==> config.mk <==
export PLATFORM = sky130hd
export DESIGN_NAME = laser_scan_to_points
export DESIGN_NICKNAME = d
export VERILOG_FILES = /design/src/hdl/lstp_pkg.sv /design/src/hdl/lstp_cordic.sv /design/src/hdl/laser_scan_to_points.sv
export SDC_FILE = /design/constraint.sdc
export NUM_CORES = 2
export LEC_CHECK = 0
export ABC_AREA = 0
export CORE_MARGIN = 5
export CORE_UTILIZATION = 55
export CTS_CLUSTER_SIZE = 16
export DETAILED_ROUTE_END_ITERATION = 16
export DONT_BUFFER_PORTS = 1
export PLACE_DENSITY = 0.72
export SLEW_MARGIN = 20
export SYNTH_ARGS = -nofsm -noshare
export SYNTH_HDL_FRONTEND = slang
export SYNTH_SLANG_ARGS = --single-unit
==> constraint.sdc <==
create_clock -name clk -period 12.51 [get_ports clk]
set_input_delay 1.251 -clock clk [delete_from_list [all_inputs] [get_ports clk]]
set_output_delay 1.251 -clock clk [all_outputs]
set_load 0.005 [all_outputs]
==> src/hdl/lstp_pkg.sv <==
// Shared constants, types and the CORDIC arc table for the laser scan point converter.
package lstp_pkg;

	// Scan geometry
	localparam int MAX_BEAMS  = 4096;
	localparam int ANGLE_BITS = 16;
	localparam int IDX_W      = $clog2(MAX_BEAMS + 1);

	// Angle resolution cut: keep only the top ANGLE_BITS of the 16-bit angle
	localparam int CUT = (ANGLE_BITS < 16) ? 16 - ANGLE_BITS : 0;
	localparam logic [15:0] ANGLE_MASK = 16'(32'hFFFF << CUT);

	// CORDIC sizing: x, y in Q30, z in turn/2^24
	localparam int CORDIC_STEPS = 16;
	localparam int STEP_W       = $clog2(CORDIC_STEPS);
	localparam int XY_W         = 33;
	localparam int Z_W          = 26;
	localparam logic signed [XY_W-1:0] CORDIC_X0 = XY_W'(64'sd652032874);

	// Shared multiplier operand width
	localparam int MUL_W = 18;

	// Configuration register indexes
	typedef logic [1:0] reg_idx_t;
	localparam reg_idx_t REG_START_ANGLE = 2'd0;
	localparam reg_idx_t REG_ANGLE_STEP  = 2'd1;
	localparam reg_idx_t REG_RANGE_LIMIT = 2'd2;

	// Sequencer states
	typedef enum logic [2:0] {
		ST_IDLE,
		ST_ANGLE,
		ST_TRIG,
		ST_MULX,
		ST_MULY,
		ST_OUT
	} seq_state_t;

	// atan(2^-i) in turn/2^24
	function automatic logic signed [Z_W-1:0] arc_at(input logic [STEP_W-1:0] i);
		logic signed [Z_W-1:0] a;
		case (i)
			4'd0:    a = Z_W'(2097152);
			4'd1:    a = Z_W'(1238021);
			4'd2:    a = Z_W'(654136);
			4'd3:    a = Z_W'(332050);
			4'd4:    a = Z_W'(166669);
			4'd5:    a = Z_W'(83416);
			4'd6:    a = Z_W'(41718);
			4'd7:    a = Z_W'(20860);
			4'd8:    a = Z_W'(10430);
			4'd9:    a = Z_W'(5215);
			4'd10:   a = Z_W'(2608);
			4'd11:   a = Z_W'(1304);
			4'd12:   a = Z_W'(652);
			4'd13:   a = Z_W'(326);
			4'd14:   a = Z_W'(163);
			4'd15:   a = Z_W'(81);
			default: a = '0;
		endcase
		return a;
	endfunction

endpackage

==> src/hdl/lstp_cordic.sv <==
// Iterative rotation CORDIC: one shift-add step per cycle, Q15 cosine and sine out.
module lstp_cordic (
	input  logic                     clk,
	input  logic                     arst_n,
	input  logic                     go,
	input  logic [15:0]              angle,
	output logic                     done,
	output logic signed [15:0]       cos_q,
	output logic signed [15:0]       sin_q
);
	import lstp_pkg::*;

	logic                     busy_q;
	logic                     rnd_q;
	logic                     done_q;
	logic [STEP_W-1:0]        cnt_q;
	logic signed [XY_W-1:0]   x_q;
	logic signed [XY_W-1:0]   y_q;
	logic signed [Z_W-1:0]    z_q;
	logic                     flip_q;

	// Round Q30 to Q15 with clamp, negate for a half-turn fold
	function automatic logic signed [15:0] q15(input logic signed [XY_W-1:0] v,
			input logic neg);
		logic signed [XY_W:0] t;
		logic signed [15:0]   c;
		t = (XY_W+1)'(v) + (XY_W+1)'(32'sd16384);
		t = t >>> 15;
		if (t > 32767)
			c = 16'sd32767;
		else if (t < -32767)
			c = -16'sd32767;
		else
			c = t[15:0];
		return neg ? -c : c;
	endfunction

	// Angle fold into [-quarter, +quarter]
	logic [15:0]        a_cut;
	logic signed [16:0] sa;
	logic signed [16:0] sa_fold;
	logic               flip_in;

	always_comb begin
		a_cut   = angle & ANGLE_MASK;
		sa      = 17'($signed(a_cut));
		flip_in = (sa > 17'sd16384) || (sa < -17'sd16384);
		if (!flip_in)
			sa_fold = sa;
		else if (sa > 17'sd0)
			sa_fold = sa - 17'sd32768;
		else
			sa_fold = sa + 17'sd32768;
	end

	// One micro-rotation
	logic signed [XY_W-1:0] xs;
	logic signed [XY_W-1:0] ys;
	logic signed [Z_W-1:0]  arc;

	assign xs  = x_q >>> cnt_q;
	assign ys  = y_q >>> cnt_q;
	assign arc = arc_at(cnt_q);

	// Control
	always_ff @(posedge clk or negedge arst_n) begin
		if (!arst_n) begin
			busy_q <= 1'b0;
			rnd_q  <= 1'b0;
			done_q <= 1'b0;
			cnt_q  <= '0;
		end else begin
			done_q <= rnd_q;
			rnd_q  <= 1'b0;
			if (go) begin
				busy_q <= 1'b1;
				cnt_q  <= '0;
			end else if (busy_q) begin
				cnt_q <= cnt_q + 1'b1;
				if (cnt_q == STEP_W'(CORDIC_STEPS - 1)) begin
					busy_q <= 1'b0;
					rnd_q  <= 1'b1;
				end
			end
		end
	end

	// Datapath
	always_ff @(posedge clk) begin
		if (go) begin
			x_q    <= CORDIC_X0;
			y_q    <= '0;
			z_q    <= Z_W'(sa_fold) <<< 8;
			flip_q <= flip_in;
		end else if (busy_q) begin
			if (z_q >= 0) begin
				x_q <= x_q - ys;
				y_q <= y_q + xs;
				z_q <= z_q - arc;
			end else begin
				x_q <= x_q + ys;
				y_q <= y_q - xs;
				z_q <= z_q + arc;
			end
		end
		if (rnd_q) begin
			cos_q <= q15(x_q, flip_q);
			sin_q <= q15(y_q, flip_q);
		end
	end

	assign done = done_q;

endmodule

==> src/hdl/laser_scan_to_points.sv <==
// Top level: laser scan samples in, beam points with scan statistics out.
//
// Each accepted range sample yields exactly one result. A kept sample passes through these
// steps from one input transfer to the next: the sample is taken, the beam angle is formed on
// the shared 18x18 multiplier, the iterative CORDIC runs its micro-rotations, the result is
// rounded to Q15 and handed back to the sequencer, the multiplier is reused for x and y, and
// the result is presented until the output takes it. A discarded or overflowed sample goes
// from intake straight to presenting its result.
// The block takes no new sample until its result has been transferred; configuration writes
// belong to idle periods.
module laser_scan_to_points (
	input  logic         clk,
	input  logic         arst_n,
	// configuration
	input  logic         cfg_we,
	input  lstp_pkg::reg_idx_t cfg_index,
	input  logic [15:0]  cfg_wdata,
	// sample stream
	input  logic         s_tvalid,
	output logic         s_tready,
	input  logic [15:0]  s_tdata,   // [15:0] range_sample
	input  logic [1:0]   s_tuser,   // [0] sample_finite, [1] scan_start
	// point stream
	output logic         m_tvalid,
	input  logic         m_tready,
	// [11:0] beam_index, [27:12] beam_range, [43:28] beam_angle, [60:44] point_x,
	// [77:61] point_y, [93:78] min_kept, [109:94] max_kept, [111:110] zero
	output logic [111:0] m_tdata,
	output logic [1:0]   m_tuser    // [0] kept, [1] index_overflow
);
	import lstp_pkg::*;

	// Configuration registers
	logic signed [15:0] start_angle_q;
	logic signed [15:0] angle_step_q;
	logic [15:0]        range_limit_q;

	always_ff @(posedge clk or negedge arst_n) begin
		if (!arst_n) begin
			start_angle_q <= '0;
			angle_step_q  <= '0;
			range_limit_q <= 16'hFFFF;
		end else if (cfg_we) begin
			case (cfg_index)
				REG_START_ANGLE: start_angle_q <= cfg_wdata;
				REG_ANGLE_STEP:  angle_step_q  <= cfg_wdata;
				REG_RANGE_LIMIT: range_limit_q <= cfg_wdata;
				default: ;
			endcase
		end
	end

	// Sequencer
	seq_state_t state_q;
	seq_state_t state_d;
	logic       in_xfer;
	logic       out_xfer;
	logic       cordic_go;
	logic       cordic_done;
	logic       keep_cur;
	logic       keep_q;

	assign in_xfer  = s_tvalid && s_tready;
	assign out_xfer = m_tvalid && m_tready;

	always_comb begin
		state_d = state_q;
		unique case (state_q)
			ST_IDLE:  if (in_xfer) state_d = keep_cur ? ST_ANGLE : ST_OUT;
			ST_ANGLE: state_d = ST_TRIG;
			ST_TRIG:  if (cordic_done) state_d = ST_MULX;
			ST_MULX:  state_d = ST_MULY;
			ST_MULY:  state_d = ST_OUT;
			ST_OUT:   if (out_xfer) state_d = ST_IDLE;
			default:  state_d = ST_IDLE;
		endcase
	end

	always_ff @(posedge clk or negedge arst_n) begin
		if (!arst_n)
			state_q <= ST_IDLE;
		else
			state_q <= state_d;
	end

	// Sample intake: index, keep decision, running min and max
	logic [IDX_W-1:0] index_count_q;
	logic [15:0]      min_seen_q;
	logic [15:0]      max_seen_q;
	logic [IDX_W-1:0] idx_cur;
	logic             over_cur;
	logic [15:0]      min_base;
	logic [15:0]      max_base;
	logic [15:0]      r_in;

	assign r_in     = s_tdata[15:0];
	assign idx_cur  = s_tuser[1] ? '0 : index_count_q;
	assign over_cur = idx_cur >= IDX_W'(MAX_BEAMS);
	assign keep_cur = !over_cur && s_tuser[0] && (r_in < range_limit_q);
	assign min_base = s_tuser[1] ? 16'hFFFF : min_seen_q;
	assign max_base = s_tuser[1] ? 16'h0000 : max_seen_q;

	always_ff @(posedge clk or negedge arst_n) begin
		if (!arst_n) begin
			index_count_q <= '0;
			min_seen_q    <= 16'hFFFF;
			max_seen_q    <= '0;
		end else if (in_xfer) begin
			index_count_q <= over_cur ? idx_cur : idx_cur + 1'b1;
			min_seen_q    <= (keep_cur && r_in < min_base) ? r_in : min_base;
			max_seen_q    <= (keep_cur && r_in > max_base) ? r_in : max_base;
		end
	end

	logic [15:0]      r_q;
	logic [IDX_W-1:0] idx_q;
	logic             over_q;

	always_ff @(posedge clk or negedge arst_n) begin
		if (!arst_n) begin
			keep_q <= 1'b0;
			over_q <= 1'b0;
		end else if (in_xfer) begin
			keep_q <= keep_cur;
			over_q <= over_cur;
		end
	end

	always_ff @(posedge clk) begin
		if (in_xfer) begin
			r_q   <= r_in;
			idx_q <= idx_cur;
		end
	end

	// Shared multiplier: angle step times index, then range times cos and sin
	logic signed [MUL_W-1:0]   mul_a;
	logic signed [MUL_W-1:0]   mul_b;
	logic signed [2*MUL_W-1:0] mul_p;
	logic signed [2*MUL_W-1:0] pt_sum;
	logic [16:0]               pt_val;
	logic [15:0]               angle_sum;
	logic signed [15:0]        cos_q;
	logic signed [15:0]        sin_q;

	always_comb begin
		mul_a     = '0;
		mul_b     = '0;
		cordic_go = 1'b0;
		unique case (state_q)
			ST_ANGLE: begin
				mul_a     = MUL_W'(angle_step_q);
				mul_b     = MUL_W'({1'b0, idx_q});
				cordic_go = 1'b1;
			end
			ST_MULX: begin
				mul_a = MUL_W'({1'b0, r_q});
				mul_b = MUL_W'(cos_q);
			end
			ST_MULY: begin
				mul_a = MUL_W'({1'b0, r_q});
				mul_b = MUL_W'(sin_q);
			end
			default: ;
		endcase
	end

	always_comb begin
		s_tready = (state_q == ST_IDLE);
		m_tvalid = (state_q == ST_OUT);
	end

	assign mul_p     = mul_a * mul_b;
	assign pt_sum    = mul_p + (2*MUL_W)'(16384);
	assign pt_val    = pt_sum[31:15];
	assign angle_sum = start_angle_q + mul_p[15:0];

	lstp_cordic u_cordic (
		.clk    (clk),
		.arst_n (arst_n),
		.go     (cordic_go),
		.angle  (angle_sum),
		.done   (cordic_done),
		.cos_q  (cos_q),
		.sin_q  (sin_q)
	);

	// Result registers
	logic [15:0] angle_q;
	logic [16:0] px_q;
	logic [16:0] py_q;

	always_ff @(posedge clk) begin
		if (state_q == ST_ANGLE)
			angle_q <= angle_sum;
		if (state_q == ST_MULX)
			px_q <= pt_val;
		if (state_q == ST_MULY)
			py_q <= pt_val;
	end

	// Output packing; range, angle and point fields of a discarded sample read as zero
	logic [11:0] beam_index;

	assign beam_index = over_q ? 12'd0 : 12'(idx_q);
	assign m_tdata = {2'b00, max_seen_q, min_seen_q,
		keep_q ? py_q : 17'd0,
		keep_q ? px_q : 17'd0,
		keep_q ? angle_q : 16'd0,
		keep_q ? r_q : 16'd0,
		beam_index};
	assign m_tuser = {over_q, keep_q};

	// Checks
	a_ready_only_idle: assert property (@(posedge clk) disable iff (!arst_n)
		s_tready |-> !m_tvalid)
		else $error("input ready while a result is pending");

	a_index_bound: assert property (@(posedge clk) disable iff (!arst_n)
		index_count_q <= IDX_W'(MAX_BEAMS))
		else $error("beam index ran past its bound");

	a_kept_not_over: assert property (@(posedge clk) disable iff (!arst_n)
		m_tvalid |-> !(keep_q && over_q))
		else $error("overflowed sample marked kept");

	a_kept_in_span: assert property (@(posedge clk) disable iff (!arst_n)
		(m_tvalid && keep_q) |-> (min_seen_q <= r_q && r_q <= max_seen_q))
		else $error("kept range outside scan min/max");

endmodule
==> impl_metrics.json <==
{
  "status": "complete, no violations",
  "clkLatencyLatePin_ns": 0.58,
  "final-hold-violation-count": 0,
  "slowest_delay_ns": 0.89,
  "wl_per_cell_um": 21.0,
  "numCtsBuffers": 40,
  "path_common_cell": "fa_1",
  "ctsRootBufferMaster": "clkbuf_16",
  "place_congestion": 0.977,
  "crit_start": "state_q[2]",
  "track_usage": 0.280,
  "drt_first_pass_iters": 6,
  "r2r-start": "state_q[2]",
  "yosysUniqueCellTypes": 98,
  "cts_hold_buf": 0,
  "grt_max_degree": 106,
  "async_flop_share": 0.340,
  "syn_to_final_growth_pct": 5.07,
  "fin_crit_sh": 0.785,
  "multi_input_area_mm2": 0.0269,
  "regArea_mm2": 0.00807,
  "end_kind": "flop",
  "grt_overflow_total": 0,
  "ios": 157,
  "final_layout_size_suffix_gt1_frac": 0.0843,
  "dieHeight_um": 271,
  "path_class": "flop to flop",
  "clock_skew_ns": 0.0361,
  "ys_seq_area_frac": 0.215,
  "portBuffers": 0,
  "dpl.hpwl_mm": 79.8,
  "syn_area_mm2": 0.0375,
  "remaining_drc_errors": 0,
  "synth_edf_count": 130,
  "period_needed_ns": 9.82,
  "synth_cells": 4206,
  "grt_pass1_wl_mm": 167,
  "crit_buf_inv": 5,
  "cp.arrival_ns": 10.10,
  "htree_levels": 2,
  "viasPerCell": 6.13,
  "yosysWarnings": 0,
  "grt_pass1_vias": 29800,
  "crit_slowest_cell": "a22oi_1",
  "cts.clk_slew.worst_paths_ns": 0.06,
  "dieArea_mm2": 0.0736,
  "tritoncts": "done",
  "final_nets": 4672,
  "tightestPinTransition_ns": 1.14,
  "vias": 30700,
  "rows": 95,
  "crit_fanout": 47,
  "antenna_found_initial": 7,
  "clkSinkCount": 309,
  "die_w_um": 271,
  "detail-route-antenna-nets": 0,
  "postCtsSetupRepairBufs": 0,
  "synth_ff_type": "edfxtp_1",
  "avgSynthCellArea_um2": 8.92,
  "cts_resized": 0,
  "crit_family": "adder cells",
  "hp-class": "input port to async pin",
  "maxSlewHeadroom": 0.239,
  "start_util": 0.557,
  "filler_cell_count": 5928,
  "setup-violations-final": 0,
  "rsz0062_at_grt": "no",
  "clock.fmax_mhz": 102,
  "cts_buffer_depth": 3,
  "tns_ns": 0,
  "totalWireLength_mm": 105,
  "crit_path_start_kind": "flop",
  "initialDrtViolationCount": 2754,
  "core-area_mm2": 0.0674,
  "cp.required_ns": 12.78,
  "drv_slew": 0,
  "max_cap_viol_count": 0,
  "ys_seq_elements": 309
}
## final timing paths
kind | endpoint | slack, ns | depth (start not counted)
setup reg to reg | py_q[15] | 2.69 | 27
hold reg to reg | u_cordic.z_q[0] | 0.48 | 2
setup / recovery | py_q[15] | 2.69 | 27
min in group clk | u_cordic.z_q[0] | 0.48 | 2
max in group asynchronous | range_limit_q[5] | 11.84 | 0
hold / removal | index_count_q[0] | 0.37 | 0
## state kept, by name, indices dropped and copies added, names as in the netlist, 3 cells and up
name            count
state_q             3
max_seen_q         16
u_cordic.y_q       33
py_q               17
index_count_q      13
min_seen_q         16
start_angle_q      16
r_q                16
u_cordic.x_q       33
idx_q              13
range_limit_q      16
u_cordic.sin_q     16
angle_step_q       16
u_cordic.z_q       26
u_cordic.cos_q     16
px_q               17
angle_q            16
u_cordic.cnt_q      4
## cell families after synthesis
group,synth area share
buffers and inverters,0.0697
xor gates and xnor gates,0.0642
DFF,0.215
AOI/OAI and AO/OA,0.147
muxes,0.104
and+or+nand+nor,0.159
adders and majority gates,0.242
other,0.0000999
## synthesized netlist by cell type (all sizes together), types with 9 or more instances
master | n | share of area
nand4 | 27 | 0.0045
a21o | 83 | 0.017
nand2 | 462 | 0.046
nor4 | 10 | 0.0017
o31ai | 32 | 0.0068
ha | 254 | 0.085
dfrtp | 73 | 0.049
and3 | 21 | 0.0035
dfstp | 32 | 0.022
fa | 294 | 0.16
o21bai | 14 | 0.0028
inv | 437 | 0.044
o22ai | 14 | 0.0023
mux2 | 69 | 0.021
a21boi | 9 | 0.0018
or3 | 20 | 0.0035
a211oi | 34 | 0.0068
a21oi | 198 | 0.027
mux4 | 84 | 0.051
a22o | 17 | 0.0040
clkbuf | 150 | 0.015
nor3 | 61 | 0.0081
nor2b | 49 | 0.0082
a31oi | 37 | 0.0062
nand3b | 13 | 0.0026
o21ai | 225 | 0.030
mux2i | 121 | 0.032
and2 | 84 | 0.014
o21a | 44 | 0.0088
edfxtp | 130 | 0.10
nor2 | 373 | 0.037
a211o | 12 | 0.0028
nand3 | 65 | 0.0087
a2111oi | 10 | 0.0030
a22oi | 27 | 0.0054
dfxtp | 74 | 0.039
nand2b | 56 | 0.0093
xnor2 | 185 | 0.043
or2 | 18 | 0.0031
nor3b | 11 | 0.0022
o211ai | 17 | 0.0034
buf | 65 | 0.011
xor2 | 90 | 0.021
## placed cells by master, fill, tap and decap left out, types with 46 or more instances in the layout
master | synthesis | routed
nor2_1 | 373 | 372
mux2i_1 | 121 | 121
nand3_1 | 65 | 65
dfrtp_1 | 73 | 67
xor2_1 | 90 | 90
edfxtp_1 | 130 | 130
fa_1 | 294 | 294
nand2b_1 | 56 | 56
a21oi_1 | 197 | 197
mux2_2 | 68 | 68
a21o_1 | 82 | 82
nor2b_1 | 49 | 49
buf_4 | 15 | 46
xnor2_1 | 185 | 185
nor3_1 | 61 | 61
o21ai_0 | 213 | 213
dfxtp_1 | 74 | 74
nand2_1 | 462 | 462
ha_1 | 254 | 254
inv_1 | 435 | 433
mux4_2 | 77 | 77
and2_1 | 83 | 83
## stage by stage
stage / hold slack, ns / util / cell area, µm² / cells / worst slack [ns]
final: 0.372 / 0.585 / 39400 / 5004 / 2.69
after global routing: 0.352 / 0.585 / 39400 / 5004 / 2.10
after CTS: 0.338 / 0.584 / 39400 / 4988 / 2.86
after detailed placement: 0.477 / 0.565 / 38100 / 4914 / 2.92
after global placement: 0.466 / 0.565 / 38100 / 4914 / 3.12
after floorplan: 0.456 / - / 37500 / 4210 / 3.44
## area by class of cell
cell class,count,share of cell area
Clock buffer,47,0.0268
Multi-Input combinational cell,3248,0.682
Clock inverter,27,0.00685
Inverter,438,0.0418
Sequential cell,309,0.205
Antenna cell,16,0.00102
Timing Repair Buffer,46,0.00876
Tap cell,873,0.0277
## per-layer routing
metal,vias to the layer above,wire length (µm),track usage,share of wire
li1,14200,-,-,-
met1,14800,42300,0.372,0.40
met2,1345,49100,0.462,0.47
met3,284,8400,0.0416,0.080
met4,2,5400,0.117,0.051
met5,-,16,0,0.00015
Power is not shown: default switching activity piles up to over one toggle a cycle in this logic, so the estimate is an artifact.
